**src/fhc_pkg.sv**
```systemverilog
// Package for the frame header check and CRC decode block.
// Holds item kinds, status codes, register indexes and the CRC byte step.
// No dependencies.
package fhc_pkg;

  typedef enum logic [1:0] {
    KIND_TOPIC   = 2'd0,
    KIND_PAYLOAD = 2'd1,
    KIND_STATUS  = 2'd2
  } kind_e;

  typedef enum logic [3:0] {
    ST_OK        = 4'd0,
    ST_TRUNCATED = 4'd1,
    ST_MAGIC     = 4'd2,
    ST_VERSION   = 4'd3,
    ST_HDRSIZE   = 4'd4,
    ST_RESERVED  = 4'd5,
    ST_TOPIC     = 4'd6,
    ST_PAYLOAD   = 4'd7,
    ST_FRAME     = 4'd8,
    ST_LENGTH    = 4'd9,
    ST_CRC       = 4'd10
  } status_e;

  localparam logic [2:0] REG_MAGIC   = 3'd0;
  localparam logic [2:0] REG_VERSION = 3'd1;
  localparam logic [2:0] REG_TOPIC   = 3'd2;
  localparam logic [2:0] REG_PAYLOAD = 3'd3;
  localparam logic [2:0] REG_FRAME   = 3'd4;

  localparam logic [31:0] CRC_POLY = 32'hEDB88320;
  localparam logic [32:0] HDR_BYTES = 33'd56;
  localparam logic [32:0] IDX_MAX = {33{1'b1}};

  // One queue entry: a body byte and/or the frame status with captured fields.
  typedef struct packed {
    logic        has_body;
    logic        body_payload;
    logic [7:0]  body;
    logic        has_status;
    status_e     status;
    logic [7:0]  flags;
    logic [31:0] type_code;
    logic [63:0] schema;
    logic [63:0] seq;
    logic [63:0] sender;
    logic [63:0] stamp;
  } entry_t;

  function automatic logic [31:0] crc_step(input logic [31:0] crc, input logic [7:0] b);
    logic [31:0] c;
    c = crc ^ {24'd0, b};
    for (int k = 0; k < 8; k++) begin
      c = (c >> 1) ^ (CRC_POLY & {32{c[0]}});
    end
    return c;
  endfunction

endpackage

```
**src/fhc_front.sv**
```systemverilog
// Front part: parses the header, runs CRC, classifies each accepted byte.
// Depends on fhc_pkg.
module fhc_front (
  input  logic             clk_i,
  input  logic             rst_ni,
  input  logic             in_fire_i,
  input  logic [7:0]       rx_byte_i,
  input  logic             rx_final_i,
  input  logic [31:0]      magic_i,
  input  logic [7:0]       version_i,
  input  logic [15:0]      topic_lim_i,
  input  logic [31:0]      payload_lim_i,
  input  logic [32:0]      frame_lim_i,
  output logic             push_o,
  output fhc_pkg::entry_t  entry_o
);

  logic [32:0] idx_q, idx_d, idx_inc;
  logic [31:0] crc_q, crc_d, shift_q, shift_d, type_q, type_d, exp_q, exp_d;
  logic [3:0]  err_q, err_d;
  logic [15:0] tlen_q, tlen_d;
  logic [31:0] plen_q, plen_d;
  logic [7:0]  flags_q, flags_d;
  logic [63:0] wide_q [4];
  logic [63:0] wide_d [4];
  logic [32:0] total;
  logic [32:0] total_new;
  logic [32:0] body_off;
  logic [1:0]  wk;
  logic        in_hdr;

  function automatic logic [32:0] HDR_TOTAL(input logic [15:0] t, input logic [31:0] p);
    return fhc_pkg::HDR_BYTES + {17'd0, t} + {1'b0, p};
  endfunction

  assign total     = HDR_TOTAL(tlen_q, plen_q);
  assign total_new = HDR_TOTAL(tlen_q, shift_d);
  assign in_hdr    = idx_q < fhc_pkg::HDR_BYTES;
  assign idx_inc   = (idx_q != fhc_pkg::IDX_MAX) ? idx_q + 33'd1 : idx_q;
  assign body_off  = idx_q - fhc_pkg::HDR_BYTES;
  assign wk        = 2'((idx_q[5:0] - 6'd20) >> 3);

  always_comb begin
    idx_d = idx_q; crc_d = crc_q; shift_d = shift_q; err_d = err_q;
    tlen_d = tlen_q; plen_d = plen_q; exp_d = exp_q; flags_d = flags_q;
    type_d = type_q; wide_d = wide_q;
    push_o = 1'b0;
    entry_o = '0;
    if (in_fire_i) begin
      if (in_hdr) begin
        shift_d = {shift_q[23:0], rx_byte_i};
        unique case (idx_q[5:0])
          6'd3: if (shift_d != magic_i && err_q == 4'd0) err_d = fhc_pkg::ST_MAGIC;
          6'd4: if (rx_byte_i != version_i && err_q == 4'd0) err_d = fhc_pkg::ST_VERSION;
          6'd5: flags_d = rx_byte_i;
          6'd7: if (shift_d[15:0] != 16'd56 && err_q == 4'd0) err_d = fhc_pkg::ST_HDRSIZE;
          6'd9: tlen_d = shift_d[15:0];
          6'd11: begin
            if (err_q == 4'd0) begin
              if (shift_d[15:0] != 16'd0) err_d = fhc_pkg::ST_RESERVED;
              else if (tlen_q > topic_lim_i) err_d = fhc_pkg::ST_TOPIC;
            end
          end
          6'd15: begin
            plen_d = shift_d;
            if (err_q == 4'd0) begin
              if (shift_d > payload_lim_i) err_d = fhc_pkg::ST_PAYLOAD;
              else if (total_new > frame_lim_i) err_d = fhc_pkg::ST_FRAME;
            end
          end
          default: begin
            if (idx_q[5:0] >= 6'd16 && idx_q[5:0] < 6'd20)
              type_d = {type_q[23:0], rx_byte_i};
            else if (idx_q[5:0] >= 6'd20 && idx_q[5:0] < 6'd52)
              wide_d[wk] = {wide_q[wk][55:0], rx_byte_i};
            else if (idx_q[5:0] >= 6'd52)
              exp_d = {exp_q[23:0], rx_byte_i};
          end
        endcase
      end else begin
        crc_d = fhc_pkg::crc_step(crc_q, rx_byte_i);
        if (err_q == 4'd0 && idx_q < total) begin
          entry_o.has_body     = 1'b1;
          entry_o.body_payload = !(body_off < {17'd0, tlen_q});
          entry_o.body         = rx_byte_i;
        end
      end
      idx_d = idx_inc;
      if (rx_final_i) begin
        entry_o.has_status = 1'b1;
        if (idx_inc < fhc_pkg::HDR_BYTES) entry_o.status = fhc_pkg::ST_TRUNCATED;
        else if (err_d != 4'd0) entry_o.status = fhc_pkg::status_e'(err_d);
        else if (idx_inc != HDR_TOTAL(tlen_d, plen_d)) entry_o.status = fhc_pkg::ST_LENGTH;
        else if (~crc_d != exp_d) entry_o.status = fhc_pkg::ST_CRC;
        else entry_o.status = fhc_pkg::ST_OK;
        entry_o.flags     = flags_d;
        entry_o.type_code = type_d;
        entry_o.schema    = wide_d[0];
        entry_o.seq       = wide_d[1];
        entry_o.sender    = wide_d[2];
        entry_o.stamp     = wide_d[3];
        // Drop all frame state after the status.
        idx_d = '0; crc_d = '1; shift_d = '0; err_d = '0; tlen_d = '0; plen_d = '0;
        exp_d = '0; flags_d = '0; type_d = '0;
        for (int k = 0; k < 4; k++) wide_d[k] = '0;
      end
      push_o = entry_o.has_body | entry_o.has_status;
    end
  end

  always_ff @(posedge clk_i or negedge rst_ni) begin
    if (!rst_ni) begin
      idx_q <= '0; crc_q <= '1; shift_q <= '0; err_q <= '0; tlen_q <= '0;
      plen_q <= '0; exp_q <= '0; flags_q <= '0; type_q <= '0;
      for (int k = 0; k < 4; k++) wide_q[k] <= '0;
    end else begin
      idx_q <= idx_d; crc_q <= crc_d; shift_q <= shift_d; err_q <= err_d;
      tlen_q <= tlen_d; plen_q <= plen_d; exp_q <= exp_d; flags_q <= flags_d;
      type_q <= type_d; wide_q <= wide_d;
    end
  end

endmodule

```
**src/fhc_back.sv**
```systemverilog
// Back part: short entry queue and output sequencer that splits an entry
// into a body item and a status item. Depends on fhc_pkg.
module fhc_back #(
  parameter int unsigned Depth = 4
) (
  input  logic             clk_i,
  input  logic             rst_ni,
  input  logic             push_i,
  input  fhc_pkg::entry_t  entry_i,
  output logic             space_o,
  output logic             out_valid_o,
  input  logic             out_ready_i,
  output logic [1:0]       item_kind_o,
  output logic [7:0]       body_byte_o,
  output logic [3:0]       frame_status_o,
  output logic [7:0]       frame_flags_o,
  output logic [31:0]      type_code_o,
  output logic [63:0]      schema_digest_o,
  output logic [63:0]      seq_number_o,
  output logic [63:0]      sender_id_o,
  output logic [63:0]      send_stamp_o,
  output logic             item_last_o
);
  localparam int unsigned AW = (Depth > 1) ? $clog2(Depth) : 1;

  fhc_pkg::entry_t mem_q [Depth];
  logic [AW-1:0] rd_q, wr_q;
  logic [AW:0]   cnt_q;
  logic          body_done_q;
  logic          pop, fire, show_body;
  fhc_pkg::entry_t head;

  assign head        = mem_q[rd_q];
  assign space_o     = cnt_q < (AW+1)'(Depth);
  assign out_valid_o = cnt_q != '0;
  assign fire        = out_valid_o && out_ready_i;
  assign show_body   = head.has_body && !body_done_q;
  assign pop         = fire && (!show_body || !head.has_status);

  always_comb begin
    item_kind_o     = show_body ? (head.body_payload ? fhc_pkg::KIND_PAYLOAD
                                                     : fhc_pkg::KIND_TOPIC)
                                : fhc_pkg::KIND_STATUS;
    body_byte_o     = show_body ? head.body : 8'd0;
    frame_status_o  = show_body ? 4'd0 : head.status;
    frame_flags_o   = show_body ? 8'd0 : head.flags;
    type_code_o     = show_body ? 32'd0 : head.type_code;
    schema_digest_o = show_body ? 64'd0 : head.schema;
    seq_number_o    = show_body ? 64'd0 : head.seq;
    sender_id_o     = show_body ? 64'd0 : head.sender;
    send_stamp_o    = show_body ? 64'd0 : head.stamp;
    item_last_o     = !show_body;
  end

  always_ff @(posedge clk_i) begin
    if (push_i) mem_q[wr_q] <= entry_i;
  end

  always_ff @(posedge clk_i or negedge rst_ni) begin
    if (!rst_ni) begin
      rd_q <= '0; wr_q <= '0; cnt_q <= '0; body_done_q <= 1'b0;
    end else begin
      if (push_i) wr_q <= (wr_q == AW'(Depth-1)) ? '0 : wr_q + 1'b1;
      if (pop) rd_q <= (rd_q == AW'(Depth-1)) ? '0 : rd_q + 1'b1;
      cnt_q <= cnt_q + (AW+1)'(push_i) - (AW+1)'(pop);
      if (pop) body_done_q <= 1'b0;
      else if (fire) body_done_q <= 1'b1;
    end
  end

  a_no_overflow: assert property (@(posedge clk_i) disable iff (!rst_ni)
    push_i |-> space_o) else $error("queue overflow");
  a_last_is_status: assert property (@(posedge clk_i) disable iff (!rst_ni)
    out_valid_o && item_last_o |-> item_kind_o == fhc_pkg::KIND_STATUS)
    else $error("last without status");
  a_body_zero: assert property (@(posedge clk_i) disable iff (!rst_ni)
    out_valid_o && !item_last_o |-> frame_status_o == 4'd0 && type_code_o == 32'd0)
    else $error("body item carries fields");
endmodule

```
**src/frame_header_check_and_crc_decode.sv**
```systemverilog
// Top level of the frame header check and CRC decode block.
// Depends on fhc_pkg, fhc_front and fhc_back.
//
// Takes one frame byte per transfer, rx_final_i on the last. The front parses
// the 56-byte big-endian header, keeps the first header error and runs CRC32
// over the body, one byte per cycle; it accepts a byte every cycle while the
// entry queue (Depth entries) has room. The back emits topic/payload bytes
// and one status item per frame; a final byte that also carries a body byte
// gives a body item and then a status item, so while the output is ready the
// sustained rate is one byte per cycle except for frames ending in a body
// byte. Configuration writes take effect at once; write them while idle.
module frame_header_check_and_crc_decode #(
  parameter int unsigned Depth = 4
) (
  input  logic        clk_i,
  input  logic        rst_ni,
  input  logic        in_valid_i,
  output logic        in_ready_o,
  input  logic [7:0]  rx_byte_i,
  input  logic        rx_final_i,
  input  logic        cfg_valid_i,
  output logic        cfg_ready_o,
  input  logic [2:0]  cfg_index_i,
  input  logic [32:0] cfg_data_i,
  output logic        out_valid_o,
  input  logic        out_ready_i,
  output logic [1:0]  item_kind_o,
  output logic [7:0]  body_byte_o,
  output logic [3:0]  frame_status_o,
  output logic [7:0]  frame_flags_o,
  output logic [31:0] type_code_o,
  output logic [63:0] schema_digest_o,
  output logic [63:0] seq_number_o,
  output logic [63:0] sender_id_o,
  output logic [63:0] send_stamp_o,
  output logic        item_last_o
);

  logic [31:0] magic_q, plim_q;
  logic [7:0]  ver_q;
  logic [15:0] tlim_q;
  logic [32:0] flim_q;
  logic        space, push, in_fire;
  fhc_pkg::entry_t entry;

  assign cfg_ready_o = 1'b1;
  assign in_ready_o  = space;
  assign in_fire     = in_valid_i && in_ready_o;

  // Register file; indexes beyond the list are dropped.
  always_ff @(posedge clk_i or negedge rst_ni) begin
    if (!rst_ni) begin
      magic_q <= 32'd0; ver_q <= 8'd1; tlim_q <= 16'hFFFF;
      plim_q <= 32'hFFFFFFFF; flim_q <= 33'd4295032886;
    end else if (cfg_valid_i) begin
      unique case (cfg_index_i)
        fhc_pkg::REG_MAGIC:   magic_q <= cfg_data_i[31:0];
        fhc_pkg::REG_VERSION: ver_q   <= cfg_data_i[7:0];
        fhc_pkg::REG_TOPIC:   tlim_q  <= cfg_data_i[15:0];
        fhc_pkg::REG_PAYLOAD: plim_q  <= cfg_data_i[31:0];
        fhc_pkg::REG_FRAME:   flim_q  <= cfg_data_i;
        default: ;
      endcase
    end
  end

  fhc_front u_front (
    .clk_i, .rst_ni, .in_fire_i(in_fire), .rx_byte_i, .rx_final_i,
    .magic_i(magic_q), .version_i(ver_q), .topic_lim_i(tlim_q),
    .payload_lim_i(plim_q), .frame_lim_i(flim_q), .push_o(push), .entry_o(entry)
  );

  fhc_back #(.Depth(Depth)) u_back (
    .clk_i, .rst_ni, .push_i(push), .entry_i(entry), .space_o(space),
    .out_valid_o, .out_ready_i, .item_kind_o, .body_byte_o, .frame_status_o,
    .frame_flags_o, .type_code_o, .schema_digest_o, .seq_number_o, .sender_id_o,
    .send_stamp_o, .item_last_o
  );

endmodule

```
**config.mk**
```make
export PLATFORM = sky130hd
export DESIGN_NAME = frame_header_check_and_crc_decode
export DESIGN_NICKNAME = d
export VERILOG_FILES = /design/src/fhc_pkg.sv /design/src/fhc_front.sv /design/src/fhc_back.sv /design/src/frame_header_check_and_crc_decode.sv
export SDC_FILE = /design/constraint.sdc
export NUM_CORES = 2
export LEC_CHECK = 0
export ABC_CLOCK_PERIOD_IN_PS = 50300
export BUFFER_PORTS_ARGS = -buffer_cell sky130_fd_sc_hd__buf_4
export CAP_MARGIN = 0
export CORE_MARGIN = 5
export CORE_UTILIZATION = 51
export DETAILED_ROUTE_END_ITERATION = 6
export HOLD_SLACK_MARGIN = 0.1
export PLACE_DENSITY_LB_ADDON = 0.05
export SYNTH_ARGS = -nofsm -noshare
export SYNTH_HDL_FRONTEND = slang
export SYNTH_SLANG_ARGS = --single-unit
```
**constraint.sdc**
```tcl
create_clock -name clk_i -period 50.3 [get_ports clk_i]
set_input_delay 5.03 -clock clk_i [delete_from_list [all_inputs] [get_ports clk_i]]
set_output_delay 5.03 -clock clk_i [all_outputs]
set_load 0.01 [all_outputs]
```
### Word level (Yosys, flattened, before mapping)

Memory sizes are Yosys's and may differ from the RTL's.
Index checks and enable logic that the tools add are counted.

* add/sub/neg operators: 12
* $mul: 0
* divide/modulo/power cells: 0
* magnitude comparators: 15
* eq/ne operators: 19
* shift operators: 0
* muxes and demuxes: 81
* bitwise operators: 12
* reductions and logical operators: 28

Operators with widths (count)
* 256-bit 2-to-1 mux: 5
* 32-bit 2-to-1 mux: 22
* 301-bit 2-to-1 mux: 2
* 64-bit 2-to-1 mux: 5
* 311-bit 2-to-1 mux: 1
* 256-bit bitwise mux: 1
* 31-bit by 32-bit bitwise XOR with 32-bit output: 8
* 64-bit binary-select mux with 2-bit select: 1
* 64-bit demux with 2-bit select: 1
* 56-bit 2-to-1 mux: 2
* 4-bit 2-to-1 mux: 17
* 33-bit by 32-bit adder with 33-bit output: 2
* 33-bit by 6-bit < comparator with 1-bit output (second input constant): 2
* 33-bit 2-to-1 mux: 2
* 16-bit 2-to-1 mux: 4
* 32-bit != test: 2
* 8-bit 2-to-1 mux: 5
* 6-bit by 16-bit adder with 17-bit output (first input constant): 2
* 17-bit by 32-bit adder with 33-bit output: 1
* 33-bit by 1-bit adder with 33-bit output (second input constant): 1
* 33-bit greater-than comparator: 1
* 33-bit by 16-bit < comparator with 1-bit output: 1
* 33-bit < comparator: 1
* 33-bit != test: 1
* 43 further kinds: 77

* register bits after elaboration: 606
* bits in latches: 0
* bits in writable memories: 1244
* bits in read-only memories: 0
* bits of input ports: 50
* word-level logic and storage cells: 190
* memories: 1

Memories
* u_back.mem_q: words 4, width 311, read ports 1, clocked after memory_dff 0, wr ports 1, line fhc_back.sv:26 `fhc_pkg::entry_t mem_q [Depth];`

### Logic depth before layout (Yosys ltp)

* depth after elaboration: 23
* mapped depth: 34
* depth with buffers taken out: 31

### Hierarchy

Synthesis repeated with hierarchy kept, for this count alone.

* cell total of the unflattened synthesis: 6563
* area, all modules: 88756.4 um^2

By module, submodules not included
* fhc_back: times used 1, cells each 2017, area an instance 47335.4 um^2, sequential area each 37556.0 um^2
* fhc_front: times used 1, cells each 4283, area an instance 36602.6 um^2, sequential area each 11976.5 um^2
* frame_header_check_and_crc_decode: times used 1, cells each 263, area an instance 4818.4 um^2, sequential area each 3096.7 um^2

### Least setup slack after synthesis

OpenSTA, ideal clock, no wires.

* path type: in2reg
* from: input port in_valid_i
* to: memory u_back.mem_q[0][0] (netlist bit), enable pin
* setup time: 1.028 ns
* data arrival time: 19.614 ns
* required time: 49.272 ns
* slack: 29.657 ns
* stages: 6
* buffers on the path: 1
* path through: nor2b_1 > clkbuf_1 > nand2_1 > a211oi_1 > nor2_1 > nor2b_1

* cells in the longest elaborated chain, start to end: 4

RTL lines
* start, declared: line frame_header_check_and_crc_decode.sv:17 `input logic in_valid_i,`
* 1-bit logical AND: line frame_header_check_and_crc_decode.sv:48 `assign in_fire = in_valid_i && in_ready_o;`
* 1-bit 2-to-1 mux: line fhc_front.sv:49 `if (in_fire_i) begin`
* 1-bit 2-to-1 mux: line fhc_back.sv:56 `if (push_i) mem_q[wr_q] <= entry_i;`
* 1-bit 2-to-1 mux (not written as such): line fhc_back.sv:56
* end, declared: line fhc_back.sv:26

Every way passes these cells.

==> impl_metrics.yaml <==
timing:
  slew_headroom_pct: 16.3
  worst-slew-pin-transition_ps: 1250
  fmax_ghz: 0.0879
  setup_slack_ps: 38920
  rsz0062_at_grt: "no"
  drv_slew: 0
  fin_crit_sh_pct: 22.6
  layout_min_cycle_time_ps: 11380
  setup_violations: 0
  skew_ps: 65.6
  fin_tns_setup_ps: 0
  finalHoldViolations: 0
logic_synthesis:
  yosys-top-cells-count: "edfxtp_1, nand2_1, dfrtp_1"
  ys_async_sr_fraction_pct: 32.8
  ys_ff_latch: 1850
  ys_seq_area_share_pct: 59.8
  synth_edf_count: 1244
  ys.flop_type: "edfxtp_1"
  yosysWarnings: 0
  syn_nets: 7063
  yosysTopAreaCell: "edfxtp_1"
  synth_area_sq_um: 88000
  synth_area_leaders: "edfxtp_1, dfrtp_1, mux4_2"
  synth.avg_cell_area_sq_um: 12.9
  netlist.area_leader.share_pct: 42.4
  syn_inst: 6813
  synth.most_common_cell: "edfxtp_1"
  ys_types: 91
power:
  powerDensity_nw_per_um2: 58.7
  p_leak_uw: 0.0373
  ir_drop_v: 0.0000600
min_path:
  hold_class: "reg -> reg"
place:
  pre_cts_ws_ps: 38140
  placed_area_sq_um: 93000
  place_congestion: 0.884
  dp_hpwl_microns: 158000
  place_inst: 9123
  port_buffers: 362
detailed_routing:
  routed_wl_microns: 254000
  drt_iter0_drc: 5781
  viasPerCell: 6.08
  drc: 0
  dr.pass1.iters: 6
  wire_per_inst_microns: 26.8
  drtAntennaViolNets: 0
  num_vias: 57700
setup_path:
  cp.required_ps: 50920
  arrival_ps: 12000
  cp_slowest_cell: "nand2_4"
  startpoint_type: "input port"
  endpoint_kind: "flop"
  max_stage_delay_ps: 520
  critPathMaxFanout: 58
  critPathKind: "in -> reg"
  cpLargestDelayFamily: "simple AND/OR/NAND/NOR gates"
  path_buf_inv: 5
cells_and_area:
  layoutNonFillerInstCount: 9494
  synthToLayoutAreaGrowth_pct: 13.2
  num-nets-final: 7259
  fillers: 13800
  final_cell_area_sq_um: 99600
  layout-drive-gt1-share_pct: 19.1
floorplan:
  rows: 152
  die_w_microns: 425
  coreArea_sq_um: 172000
  die_y_microns: 425
  die-area_sq_um: 181000
  io_pins: 364
  start_util_pct: 51.3
cts:
  cts.root.buffer_cell: "clkbuf_16"
  cts-buffers-inserted: 194
  cts_buffer_depth: 3
  clkTransAtPathRegs_ps: 60
  cts_setup_buffers: 0
  clock_sinks: 1850
  cts_resized: 0
  htreeDepth: 4
  cts_tree: "built"
  postCtsHoldBufs: 0
  clk_latency_ps: 860
grt:
  grt_overflow_total: 0
  antenna_found_initial: 2
  track_usage_pct: 27.9
  grt_pass1_wl_microns: 380000
  grt_pass1_vias: 56700
  grt_max_degree: 155
status:
  outcome: "complete, no violations"
run:
  max_cap_violations: 0
==> worst reg2reg max path: stages, from the launching register on <==
cell and delay [ps]:
dfrtp_1 480, inv_1 160, or3_1 420, xnor2_1 490, ha_1 370, and2_1 170
o21ai_0 340, o31ai_1 200, o41ai_1 750, nor2_1 150, o31a_1 400, nor2b_1 200
nand2_1 80, xor2_1 220, ha_1 280, a21o_1 160, a21oi_1 140, nor2_1 50
a2111oi_0 370, o31ai_1 210, a211oi_2 280, buf_4 290, nor2_1 260, nor2b_4 160
buf_4 660, buf_4 770, buf_4 840
==> metrics by stage <==
stage / hold WS (ps) / total power (uW) / util [%]
3_3_place_gp: 461 / 4400 / 54.2
6_report: 479 / 5840 / 58.1
2_1_floorplan: 450 / 3570 / -
3_5_place_dp: 470 / 4420 / 54.2
5_1_grt: 504 / 6140 / 58.1
4_1_cts: 483 / 5910 / 58.1
==> logic make-up after synthesis <==
| kind of cell | Yosys count | synth area share, % |
|---|---|---|
| adders and majority gates | 200 | 2.88 |
| DFF | 1850 | 59.8 |
| and+or+nand+nor | 1894 | 10.0 |
| other | 1 | 0.00426 |
| xor gates and xnor gates | 338 | 3.45 |
| AOI/OAI and AO/OA | 1393 | 9.89 |
| buffers and inverters | 618 | 2.74 |
| muxes | 519 | 11.2 |
==> path summary, 6_finish.rpt <==
path                                                    to  depth (start not counted)                           start  slack [ps]
min in group asynchronous           magic_q[4]$_DFFE_PN0P_                          1                          rst_ni        4200
min reg2reg                 u_front.wide_q[61]$_DFFE_PN0P_                          2  u_front.wide_q[61]$_DFFE_PN0P_         480
max reg2reg                  u_back.mem_q[0][30]$_DFFE_PP_                         26   u_front.tlen_q[6]$_DFFE_PN0P_       40960
min                         u_front.wide_q[61]$_DFFE_PN0P_                          2  u_front.wide_q[61]$_DFFE_PN0P_         480
max in group asynchronous  u_front.wide_q[232]$_DFFE_PN0P_                          3                          rst_ni       43700
max                         u_back.mem_q[0][299]$_DFFE_PP_                         30                      rx_final_i       38920
==> layout make-up <==
cell class,instances,area (sq um),area share (%)
Antenna cell,2,5.00,0.00502
Inverter,142,536,0.538
Clock buffer,276,5520,5.54
Tap cell,2310,2890,2.90
Timing Repair Buffer,476,3710,3.72
Clock inverter,93,1160,1.16
Multi-Input combinational cell,4345,33200,33.3
Sequential cell,1850,52600,52.8
==> power by group <==
group	leakage, uW	switching [uW]	total, uW	internal, uW
Combinational	0.0149	1320	2270	948
Sequential	0.0191	160	2100	1940
Clock	0.00325	615	1480	862
Total	0.0373	2090	5840	3750
==> routing by layer <==
| metal | wire length, microns | GRT usage, % |
|---|---|---|
| met1 | 110000 | 40.4 |
| met2 | 120000 | 44.1 |
| met4 | 9090 | 9.60 |
| met3 | 15500 | 3.66 |
| met5 | 0 | 0 |
==> placed cells by master, fill, tap and decap left out, drive strengths merged, types with 16 or more instances in the layout <==
master  count
edfxtp   1244
nand2    1068
dfrtp     519
buf       476
a21oi     465
mux4      367
o21ai     356
nor2b     322
clkbuf    276
xnor2     245
ha        196
a22o      192
nor2      149
inv       147
a21boi    139
xor2       91
dfstp      87
mux2       81
nand3      79
mux2i      71
nand4      69
clkinv     64
a22oi      54
a21o       50
nor3       50
nor4       31
and2       30
and3       20
o22ai      20
bufinv     18
a31oi      16
a211oi     16
==> flip-flops by register name, indices dropped and copies added (netlist names), 33 cells and up <==
| name | cells |
|---|---|
| u_back.mem_q | 1244 |
| u_front.wide_q | 256 |
| flim_q | 33 |
| u_front.idx_q | 33 |
Power figures use the tool's default switching activity.
